--- config.mk ---
export PLATFORM = sky130hd
export DESIGN_NAME = uart_dual_fifo_buffer_top
export DESIGN_NICKNAME = d
export VERILOG_FILES = /design/src/udfb_pkg.sv /design/src/udfb_ram.sv /design/src/uart_dual_fifo_buffer_top.sv
export SDC_FILE = /design/constraint.sdc
export NUM_CORES = 1
export LEC_CHECK = 0
export BUFFER_PORTS_ARGS = -buffer_cell sky130_fd_sc_hd__buf_2
export CORE_MARGIN = 2
export CORE_UTILIZATION = 45
export CTS_CLUSTER_DIAMETER = 120
export DETAILED_ROUTE_END_ITERATION = 8
export SYNTH_ARGS = -nofsm -noshare
export SYNTH_HDL_FRONTEND = slang
export SYNTH_HIERARCHICAL = 1
export SYNTH_SLANG_ARGS = --single-unit
--- constraint.sdc ---
create_clock -name clock -period 4 [get_ports clock]
set_input_delay 0.4 -clock clock [delete_from_list [all_inputs] [get_ports clock]]
set_output_delay 0.4 -clock clock [all_outputs]
set_load 0.02 [all_outputs]
--- src/udfb_pkg.sv ---
`default_nettype none
// ----------------------------------------------------------------------------
// udfb_pkg
// shared constants for the dual serial-link byte buffer: opcodes, widths and
// default queue depth
// ----------------------------------------------------------------------------
package udfb_pkg;

   localparam int QUEUE_DEPTH_DEF = 16;
   localparam int BYTE_W          = 8;
   localparam int OPCODE_W        = 2;
   localparam int LEVEL_W         = 5;

   localparam logic [OPCODE_W-1:0] OP_HOST_WRITE = 2'd0;
   localparam logic [OPCODE_W-1:0] OP_HOST_READ  = 2'd1;
   localparam logic [OPCODE_W-1:0] OP_LINE_RECV  = 2'd2;
   localparam logic [OPCODE_W-1:0] OP_TX_DONE    = 2'd3;

endpackage : udfb_pkg
`default_nettype wire

--- src/udfb_ram.sv ---
`default_nettype none
// ----------------------------------------------------------------------------
// udfb_ram
// generic single-write, single-read memory with registered read data
// ----------------------------------------------------------------------------
module udfb_ram #(
   parameter int WIDTH = udfb_pkg::BYTE_W,
   parameter int DEPTH = udfb_pkg::QUEUE_DEPTH_DEF
) (
   input  wire logic                     clock,
   input  wire logic                     wr_en,
   input  wire logic [$clog2(DEPTH)-1:0] wr_addr,
   input  wire logic [WIDTH-1:0]         wr_data,
   input  wire logic                     rd_en,
   input  wire logic [$clog2(DEPTH)-1:0] rd_addr,
   output logic      [WIDTH-1:0]         rd_data
);

   logic [WIDTH-1:0] mem_ff [DEPTH];
   logic [WIDTH-1:0] rd_data_ff;

   always_ff @(posedge clock) begin
      if (wr_en) begin
         mem_ff[wr_addr] <= wr_data;
      end
      if (rd_en) begin
         rd_data_ff <= mem_ff[rd_addr];
      end
   end

   assign rd_data = rd_data_ff;

endmodule : udfb_ram
`default_nettype wire

--- src/uart_dual_fifo_buffer_top.sv ---
`default_nettype none
// ----------------------------------------------------------------------------
// uart_dual_fifo_buffer_top
// send and receive byte queues between a host and a serial transmitter and
// receiver
// ----------------------------------------------------------------------------
// One event is taken every clock cycle; busy is always low. The result of an
// event appears on the rsp_ ports in the cycle after it is taken, for one
// cycle, marked by rsp_strobe, and cannot be held off by the receiver. The
// queue bytes in a result come from the registered read port of the two queue
// memories, which is read at the head pointer when the event is taken. Queue
// levels are reported modulo 32.
module uart_dual_fifo_buffer_top #(
   parameter int QUEUE_DEPTH = udfb_pkg::QUEUE_DEPTH_DEF
) (
   input  wire logic                              clock,
   input  wire logic                              reset,
   input  wire logic                              start,
   output logic                                   busy,
   input  wire logic [udfb_pkg::OPCODE_W-1:0]     req_opcode,
   input  wire logic [udfb_pkg::BYTE_W-1:0]       req_data_byte,
   output logic                                   rsp_strobe,
   output logic                                   rsp_line_send,
   output logic      [udfb_pkg::BYTE_W-1:0]       rsp_line_byte,
   output logic                                   rsp_read_valid,
   output logic      [udfb_pkg::BYTE_W-1:0]       rsp_read_byte,
   output logic                                   rsp_send_refused,
   output logic                                   rsp_recv_dropped,
   output logic      [udfb_pkg::LEVEL_W-1:0]      rsp_send_level,
   output logic      [udfb_pkg::LEVEL_W-1:0]      rsp_recv_level
);

   localparam int AW = $clog2(QUEUE_DEPTH);
   localparam int CW = $clog2(QUEUE_DEPTH + 1);
   localparam int LW = udfb_pkg::LEVEL_W;
   localparam int BW = udfb_pkg::BYTE_W;

   localparam logic [AW-1:0] LAST_IDX = AW'(QUEUE_DEPTH - 1);
   localparam logic [CW-1:0] FULL_CNT = CW'(QUEUE_DEPTH);

   logic          accept;

   logic [AW-1:0] send_head_ff, send_head_in;
   logic [AW-1:0] send_tail_ff, send_tail_in;
   logic [CW-1:0] send_count_ff, send_count_in;
   logic          tx_busy_ff, tx_busy_in;
   logic [AW-1:0] recv_head_ff, recv_head_in;
   logic [AW-1:0] recv_tail_ff, recv_tail_in;
   logic [CW-1:0] recv_count_ff, recv_count_in;

   logic          send_wr, send_rd, recv_wr, recv_rd;
   logic [BW-1:0] send_rdata, recv_rdata;

   logic          vld_ff;
   logic          line_send_ff, line_send_in;
   logic          from_queue_ff, from_queue_in;
   logic [BW-1:0] byte_ff;
   logic          read_valid_ff, read_valid_in;
   logic          refused_ff, refused_in;
   logic          dropped_ff, dropped_in;
   logic [CW-1:0] send_lev_ff, recv_lev_ff;

   logic [CW+LW-1:0] send_lev_ext, recv_lev_ext;

   assign busy   = 1'b0;
   assign accept = start && !busy;

   function automatic logic [AW-1:0] wrap_next(input logic [AW-1:0] idx);
      wrap_next = (idx == LAST_IDX) ? '0 : idx + AW'(1);
   endfunction

   always_comb begin
      send_head_in  = send_head_ff;
      send_tail_in  = send_tail_ff;
      send_count_in = send_count_ff;
      tx_busy_in    = tx_busy_ff;
      recv_head_in  = recv_head_ff;
      recv_tail_in  = recv_tail_ff;
      recv_count_in = recv_count_ff;
      send_wr       = 1'b0;
      send_rd       = 1'b0;
      recv_wr       = 1'b0;
      recv_rd       = 1'b0;
      line_send_in  = 1'b0;
      from_queue_in = 1'b0;
      read_valid_in = 1'b0;
      refused_in    = 1'b0;
      dropped_in    = 1'b0;
      case (req_opcode)
         udfb_pkg::OP_HOST_WRITE: begin
            if (!tx_busy_ff) begin
               line_send_in = 1'b1;
               tx_busy_in   = 1'b1;
            end else if (send_count_ff == FULL_CNT) begin
               refused_in = 1'b1;
            end else begin
               send_wr       = 1'b1;
               send_tail_in  = wrap_next(send_tail_ff);
               send_count_in = send_count_ff + CW'(1);
            end
         end
         udfb_pkg::OP_HOST_READ: begin
            if (recv_count_ff != '0) begin
               read_valid_in = 1'b1;
               recv_rd       = 1'b1;
               recv_head_in  = wrap_next(recv_head_ff);
               recv_count_in = recv_count_ff - CW'(1);
            end
         end
         udfb_pkg::OP_LINE_RECV: begin
            if (recv_count_ff == FULL_CNT) begin
               dropped_in = 1'b1;
            end else begin
               recv_wr       = 1'b1;
               recv_tail_in  = wrap_next(recv_tail_ff);
               recv_count_in = recv_count_ff + CW'(1);
            end
         end
         udfb_pkg::OP_TX_DONE: begin
            if (send_count_ff == '0) begin
               tx_busy_in = 1'b0;
            end else begin
               line_send_in  = 1'b1;
               from_queue_in = 1'b1;
               send_rd       = 1'b1;
               send_head_in  = wrap_next(send_head_ff);
               send_count_in = send_count_ff - CW'(1);
            end
         end
         default: begin
         end
      endcase
   end

   always_ff @(posedge clock) begin
      if (reset) begin
         send_head_ff  <= '0;
         send_tail_ff  <= '0;
         send_count_ff <= '0;
         tx_busy_ff    <= 1'b0;
         recv_head_ff  <= '0;
         recv_tail_ff  <= '0;
         recv_count_ff <= '0;
         vld_ff        <= 1'b0;
      end else begin
         vld_ff <= accept;
         if (accept) begin
            send_head_ff  <= send_head_in;
            send_tail_ff  <= send_tail_in;
            send_count_ff <= send_count_in;
            tx_busy_ff    <= tx_busy_in;
            recv_head_ff  <= recv_head_in;
            recv_tail_ff  <= recv_tail_in;
            recv_count_ff <= recv_count_in;
         end
      end
   end

   always_ff @(posedge clock) begin
      if (accept) begin
         line_send_ff  <= line_send_in;
         from_queue_ff <= from_queue_in;
         byte_ff       <= req_data_byte;
         read_valid_ff <= read_valid_in;
         refused_ff    <= refused_in;
         dropped_ff    <= dropped_in;
         send_lev_ff   <= send_count_in;
         recv_lev_ff   <= recv_count_in;
      end
   end

   udfb_ram #(
      .WIDTH (BW),
      .DEPTH (QUEUE_DEPTH)
   ) u_send_ram (
      .clock   (clock),
      .wr_en   (accept && send_wr),
      .wr_addr (send_tail_ff),
      .wr_data (req_data_byte),
      .rd_en   (accept && send_rd),
      .rd_addr (send_head_ff),
      .rd_data (send_rdata)
   );

   udfb_ram #(
      .WIDTH (BW),
      .DEPTH (QUEUE_DEPTH)
   ) u_recv_ram (
      .clock   (clock),
      .wr_en   (accept && recv_wr),
      .wr_addr (recv_tail_ff),
      .wr_data (req_data_byte),
      .rd_en   (accept && recv_rd),
      .rd_addr (recv_head_ff),
      .rd_data (recv_rdata)
   );

   assign send_lev_ext = {{LW{1'b0}}, send_lev_ff};
   assign recv_lev_ext = {{LW{1'b0}}, recv_lev_ff};

   assign rsp_strobe       = vld_ff;
   assign rsp_line_send    = line_send_ff;
   assign rsp_line_byte    = !line_send_ff ? '0 : (from_queue_ff ? send_rdata : byte_ff);
   assign rsp_read_valid   = read_valid_ff;
   assign rsp_read_byte    = read_valid_ff ? recv_rdata : '0;
   assign rsp_send_refused = refused_ff;
   assign rsp_recv_dropped = dropped_ff;
   assign rsp_send_level   = send_lev_ext[LW-1:0];
   assign rsp_recv_level   = recv_lev_ext[LW-1:0];

   // idle transmitter means nothing is queued behind it
   a_idle_empty: assert property (@(posedge clock) disable iff (reset)
      !tx_busy_ff |-> send_count_ff == '0)
      else $error("send queue holds bytes while transmitter idle");

   a_send_bound: assert property (@(posedge clock) disable iff (reset)
      send_count_ff <= FULL_CNT && recv_count_ff <= FULL_CNT)
      else $error("queue count beyond depth");

   a_beat_out: assert property (@(posedge clock) disable iff (reset)
      !reset && accept |=> rsp_strobe)
      else $error("accepted beat produced no result");

   a_one_action: assert property (@(posedge clock) disable iff (reset)
      rsp_strobe |-> $countones({rsp_line_send, rsp_read_valid,
                                 rsp_send_refused, rsp_recv_dropped}) <= 1)
      else $error("result reports more than one action");

   a_refuse_full: assert property (@(posedge clock) disable iff (reset)
      rsp_strobe && rsp_send_refused |-> send_lev_ff == FULL_CNT && tx_busy_ff)
      else $error("write refused while send queue not full");

endmodule : uart_dual_fifo_buffer_top
`default_nettype wire

# Word level (Yosys, flattened, before mapping)

Memories as Yosys holds them, arrays and structs flattened. A register that Yosys moved wholly into a read port is not among the register bits.
Index checks and enable logic that the tools add are counted.
W data, S select, Z words.

Bits in writable memories: 256
Input port bits: 13
Output and inout port bits: 32
Register bits: 51
Memories: 2
Logic and storage cells: 86

Memories:

| name              | depth | bits a word | read ports | clocked after memory_dff | write ports | RTL line       | RTL |
|---|---|---|---|---|---|---|---|
| u_recv_ram.mem_ff | 16    | 8           | 1          | 1                        | 1           | udfb_ram.sv:19 | `logic [WIDTH-1:0] mem_ff [DEPTH];` |
| u_send_ram.mem_ff | 16    | 8           | 1          | 1                        | 1           | udfb_ram.sv:19 |  |

Reductions and logical operators: 14
Add/subtract/negate cells: 8
Bitwise gates (word level): 3
Multiplexer cells: 33
Equal/unequal tests: 10

Operators with widths:

| cell                  | count |
|---|---|
| $mux W5               | 5 |
| $mux W8               | 3 |
| $pmux W5 S2           | 2 |
| $mux W1               | 17 |
| $add A4 B1 Y4 const B | 4 |
| $eq A4 B4 Y1 const B  | 4 |
| $mux W4               | 4 |
| $reduce_and A3 Y1     | 4 |
| $add A5 B1 Y5 const B | 2 |
| $eq A5 B5 Y1 const B  | 2 |
| $sub A5 B1 Y5 const B | 2 |
| $logic_not A5 Y1      | 1 |
| $reduce_bool A5 Y1    | 1 |
| $eq A2 B2 Y1 const B  | 2 |
| $logic_and A1 B1 Y1   | 4 |
| $pmux W1 S2           | 2 |
| $reduce_and A4 Y1     | 1 |
| $not A1 Y1            | 3 |
| $eq A2 B1 Y1 const B  | 1 |
| $logic_not A2 Y1      | 1 |
| $ne A2 B2 Y1 const B  | 1 |
| $reduce_and A2 Y1     | 1 |
| $reduce_bool A2 Y1    | 1 |

# Longest topological paths before layout

Depth after elaboration: 7
Gate-level depth with buffers: 8
Depth with buffers taken out: 7

# Modules after synthesis

Netlist, hierarchy kept.

By module, submodules not included:

| module                    | instances | cells each | area an instance (um^2) |
|---|---|---|---|
| udfb_ram                  | 2         | 229        | 5227.5 |
| uart_dual_fifo_buffer_top | 1         | 300        | 2917.8 |

# Worst setup path after synthesis

Ideal clock, no wire load.

Path kind: register to register
Start: register send_count_ff[0]
End: memory u_send_ram/mem_ff[0][0] (netlist bit) (enable)
Data arrival time: 2.468 ns
Period minus slack after synthesis: 2.852 ns
Path buffers: 2
Stages on the path, launching flop included: 9
Setup slack: 1.148 ns
Library setup time: 0.383 ns
Path through: dfxtp_1 -> inv_1 -> ha_1 -> nand4bb_1 -> clkbuf_1 -> and3_1 -> buf_2 -> or3b_2 -> nor3_1

Cells in the longest elaborated chain, start to end: 7

RTL lines:

| element                       | RTL line                         | RTL |
|---|---|---|
| from (decl)                   | uart_dual_fifo_buffer_top.sv:45  | `logic [CW-1:0] send_count_ff, send_count_in;` |
| from (signal assigned)        | uart_dual_fifo_buffer_top.sv:150 | `send_count_ff <= send_count_in;` |
| $eq A5 B5 Y1                  | uart_dual_fifo_buffer_top.sv:94  | `end else if (send_count_ff == FULL_CNT) begin` |
| $mux W1                       | uart_dual_fifo_buffer_top.sv:94  |  |
| $mux W1                       | uart_dual_fifo_buffer_top.sv:91  | `if (!tx_busy_ff) begin` |
| $mux W1                       | uart_dual_fifo_buffer_top.sv:89  | `case (req_opcode)` |
| $logic_and A1 B1 Y1           | uart_dual_fifo_buffer_top.sv:177 | `.wr_en (accept && send_wr),` |
| $mux W1                       | udfb_ram.sv:23                   | `if (wr_en) begin` |
| $mux W1 (implied by the code) | udfb_ram.sv:24                   | `mem_ff[wr_addr] <= wr_data;` |
| to (decl)                     | udfb_ram.sv:19                   |  |

Every way passes these cells.

# Worst setup path after layout

Start: register send_count_ff[0]
End: memory u_send_ram/mem_ff[1][4] (netlist bit) (enable)

The elaborated chain is that of the path after synthesis.

==> results.txt <==
- Fin nets: 833
- The multi-input combinational cells in the finished layout cover a total of around 3600 µm².
- Highest attainable clock frequency: approximately 320 MHz
- Hold is met by around 0.3 ns.
- For the pin with the worst max-slew slack, the measured transition is about 1.3 ns.
- Clock network latency to the later pin of the worst-skew pair: 0.52 ns
- Global routing finished with a remaining overflow of 0.
- Via count: roughly 7000
- Portion of the post-synthesis area used by sequential elements: 70.43%
- Type of the setup path with the least slack: reg2reg
- Hold crit path type: in2reg
* Setup TNS after final layout: 0 ns
* Count of input and output buffers: between 40 and 50
* Element type at the critical path start: flip-flop
- Floorplan row count: 63
- Critical path data required time: 4.13 ns
* Cell-by-cell listing of the critical path: inv_1 > ha_1 > nand4bb_1 > and3_1 > or3b_2 > nor2_1
* # H-tree levels: 2
- Combinational cells account for just over 4% of the total power.
- Area taken by flip-flops and latches: approximately 9400 µm²
- Yosys synthesis warning count: 6
- Clock tree from TritonCTS: done
* Synthesis-to-finish area growth: 12.24%
* Clock share of power: ~44%
- For this run, the number of standard cells in the final layout without fillers is about 1200.
* Proportion of register bits with asynchronous set or reset after synthesis: 0%
- The first routing iteration left 824 violations.
* Global placement routability congestion: 0.8251
- Synthesized net count: 783
- The repair_antennas step left the layout with diodes totalling 0.
- The initial utilization of the core area, before any placement, comes to between 40% and 50%.
- At the worst endpoint, the arrival time is 3.25 ns.
- Once detail routing completed, the nets flagged for antenna violations numbered 0.
* Total iterations of the first detailed-routing run: 5
* Hold violation count in the final report: 0
- Area of the placeable core: 29480 µm²
- Count of state elements after synthesis: about 320
- The routed design could run at a clock period as short as approximately 3.1 ns.
* Total wire length: 27.59 mm
- Count of endpoints failing setup in the final report: 0
- Share of final-layout standard cells stronger than drive strength 1: about a fifth
- The analysis attributes to net switching a power of 1.460 mW.
* Vias in the first global route: ~7000
- Total design power: ~7.2 mW
* Delay of the slowest cell on the worst path: between 0.5 and 0.6 ns
- Slew Limit Headroom: 15.41%
* Sort of element at the end of the critical path: flip-flop
- Number of placed instances with taps included: ~1200
- The number of buffers and inverters on the critical path is 1.
- After clock tree synthesis, the flow added hold-fix buffers numbering 0.
- Internal power comes to 5.760 mW.
* Crit Path Max Fanout: 8
- Clock root buffer: sky130_fd_sc_hd__clkbuf_16
- Number of library cell types mapped by synthesis: between 60 and 70
* Total setup buffers inserted after CTS: 0
- For this design the static power due to leakage is roughly 5.0 nW.
- The initial antenna violation count is 0.
- After legalization and detailed placement, the total HPWL measured 17.37 mm.
* Setup repair after global routing missed its margin: no
- Counting every instance in the synthesized netlist gives approximately 760.
* Number of buffers added by the clock tree synthesis step: 35
- Full die area: between 30000 and 40000 µm²
- Across every metal layer, demand over resource in global routing totals a little under a fifth.
- During I/O placement, the number of pins put on the boundary was 45.
- Startpoint of the most critical setup path: send_count_ff[0]
- Global-route wire length before repair: roughly 42 mm
* Result of the run: finished clean
- Cell with the biggest individual delay on the critical path: sky130_fd_sc_hd__nor2_1
- Worst IR Drop VDD: between 0.3 and 0.4 mV
* Buffer levels on the longest clock path: 3
- Dividing the detail-routed via count by the number of cells gives 5.769.
- In this run the critical register-to-register path is launched from send_count_ff[0].
* Vert. Die Dim: roughly 180 µm
- CTS sink cnt: 323
- Fillers: ~2400
- The most used flip-flop cell after synthesis is sky130_fd_sc_hd__edfxtp_1.
* Number of enable flip-flop cells after synthesis: a little under 300
* Max cap viols: 0
* Max Transition Viols Final: 0
- DRC errors left: 0
* Cell area power density: between 400 and 500 nW/µm²
* Cell type group with the largest total delay on the critical path: simple AND/OR/NAND/NOR gates
- Measured along the x axis, the die boundary spans around 180 µm.
- Synthesized area divided by synthesized cell count: 17.64 µm²
- Entering global routing, the biggest net connects 38 pins.
- Hold wc startpoint: start
* Final cell utilization of the core: 50.91%
- Clock-pin slew was measured on the worst setup and hold paths at about 0.060 ns.
- On the final layout, the worst clock skew is ~0.016 ns.
- Fraction of the cycle the final worst path needs: between 70% and 80%
- Routed length per placed instance: around 23 µm
* Post-cts gate resize count: 0
* Portion of total power attributed to sequential cells: a little over half
- After synthesis the cells add up to 13370 µm².
- Switching fraction of total power: ~20%
## cell usage in the layout (no fill, tap or decap), types with 11 or more instances in the layout
cell type	n
sky130_fd_sc_hd__nor3_1	12
sky130_fd_sc_hd__inv_1	16
sky130_fd_sc_hd__dfxtp_1	26
sky130_fd_sc_hd__mux4_2	36
sky130_fd_sc_hd__nand2_1	35
sky130_fd_sc_hd__clkbuf_16	36
sky130_fd_sc_hd__and2_1	12
sky130_fd_sc_hd__a21oi_1	15
sky130_fd_sc_hd__mux2i_1	15
sky130_fd_sc_hd__mux4_1	28
sky130_fd_sc_hd__nor2_1	50
sky130_fd_sc_hd__nor2b_1	11
sky130_fd_sc_hd__buf_4	14
sky130_fd_sc_hd__edfxtp_1	295
sky130_fd_sc_hd__buf_2	43
sky130_fd_sc_hd__a22oi_1	32
sky130_fd_sc_hd__ha_1	12
## worst paths after layout
kind                                  end  depth (start not counted)  slack, ns
setup / recovery  u_send_ram/mem_ff[1][4]                          6       0.88
hold reg to reg          send_count_ff[4]                          2       0.56
setup reg to reg  u_send_ram/mem_ff[1][4]                          6       0.88
hold / removal           recv_count_ff[0]                          2       0.29
## cell usage after synthesis, types with 4 or more instances
| cell | n | area (µm²) |
|---|---|---|
| sky130_fd_sc_hd__nand3_1 | 10 | 50.05 |
| sky130_fd_sc_hd__inv_1 | 16 | 60.06 |
| sky130_fd_sc_hd__nand3b_1 | 6 | 45.04 |
| sky130_fd_sc_hd__a41oi_1 | 4 | 35.03 |
| sky130_fd_sc_hd__a311oi_1 | 4 | 35.03 |
| sky130_fd_sc_hd__nor3_1 | 12 | 60.06 |
| sky130_fd_sc_hd__clkbuf_1 | 13 | 48.80 |
| sky130_fd_sc_hd__buf_2 | 9 | 45.04 |
| sky130_fd_sc_hd__edfxtp_1 | 295 | 8859 |
| sky130_fd_sc_hd__nor2_1 | 50 | 187.7 |
| sky130_fd_sc_hd__or3b_2 | 6 | 52.55 |
| sky130_fd_sc_hd__dfxtp_1 | 28 | 560.5 |
| sky130_fd_sc_hd__nand4_1 | 6 | 37.54 |
| sky130_fd_sc_hd__xor2_1 | 4 | 35.03 |
| sky130_fd_sc_hd__nand2b_1 | 7 | 43.79 |
| sky130_fd_sc_hd__a31oi_1 | 5 | 31.28 |
| sky130_fd_sc_hd__nand2_1 | 35 | 131.4 |
| sky130_fd_sc_hd__mux4_2 | 36 | 810.8 |
| sky130_fd_sc_hd__clkdlybuf4s25_2 | 6 | 60.06 |
| sky130_fd_sc_hd__and3_1 | 5 | 31.28 |
| sky130_fd_sc_hd__mux2i_1 | 15 | 150.1 |
| sky130_fd_sc_hd__nor2b_1 | 11 | 68.82 |
| sky130_fd_sc_hd__buf_6 | 12 | 135.1 |
| sky130_fd_sc_hd__mux4_1 | 28 | 735.7 |
| sky130_fd_sc_hd__and2_1 | 12 | 75.07 |
| sky130_fd_sc_hd__a22oi_1 | 32 | 240.2 |
| sky130_fd_sc_hd__buf_4 | 4 | 30.03 |
| sky130_fd_sc_hd__a21oi_1 | 15 | 75.07 |
| sky130_fd_sc_hd__ha_1 | 12 | 150.1 |
| sky130_fd_sc_hd__o21ai_0 | 9 | 45.04 |
## cell families (layout without fill, tap and decap cells)
family / Yosys count / count (layout) / synth area share (%)
DFF: 323 / 323 / 70.43
buffers and inverters: 60 / 136 / 2.835
adders and majority gates: 12 / 12 / 1.123
xor gates and xnor gates: 7 / 7 / 0.4585
other: 1 / 1 / 0.02804
and+or+nand+nor: 173 / 173 / 6.718
AOI/OAI and AO/OA: 102 / 102 / 5.633
muxes: 80 / 80 / 12.77
## power by group through the flow
stage | Combinational (mW) | Sequential, mW | Clock, mW
finish | 0.298 | 3.75 | 3.17
global route | 0.324 | 3.76 | 3.39
CTS | 0.301 | 3.75 | 3.24
detailed placement | 0.300 | 3.82 | 0
global placement | 0.295 | 3.82 | 0
floorplan | 0.193 | 3.81 | 0
## cell type report
cell class | instances | share of cell area [%]
multi-input cells | 375 | 23.82
clock inverters | 16 | 1.284
clock buffers | 47 | 6.344
repair buffers | 57 | 2.134
inverters | 16 | 0.4001
well taps | 390 | 3.251
flip-flops and latches | 323 | 62.77
## layer usage
metal	track usage (%)	vias to the layer above	part of all wire [%]
li1	-	3162	-
met4	4.787	0	2.1
met1	25.76	3609	44
met3	2.842	45	5.5
met2	29.59	245	48
met5	0	-	0
## sequential cells by signal, summed over array words and instances (netlist names)
name / flops
send_head_ff: 4
from_queue_ff: 1
rsp_strobe: 1
u_send_ram/mem_ff: 128
u_recv_ram/rd_data: 8
u_recv_ram/mem_ff: 128
recv_head_ff: 4
recv_count_ff: 5
rsp_send_refused: 1
send_count_ff: 5
recv_tail_ff: 4
rsp_line_send: 1
rsp_read_valid: 1
u_send_ram/rd_data: 8
tx_busy_ff: 1
rsp_recv_dropped: 1
rsp_send_level: 5
byte_ff: 8
send_tail_ff: 4
rsp_recv_level: 5
## metrics by stage
stage	area (µm²)	setup WS (ns)
floorplan	13370	1.148
global placement	13860	1.072
detailed placement	13860	0.9205
CTS	15010	0.9122
global route	15010	0.7013
finish	15010	0.8809
Power figures use the tool's default switching activity.
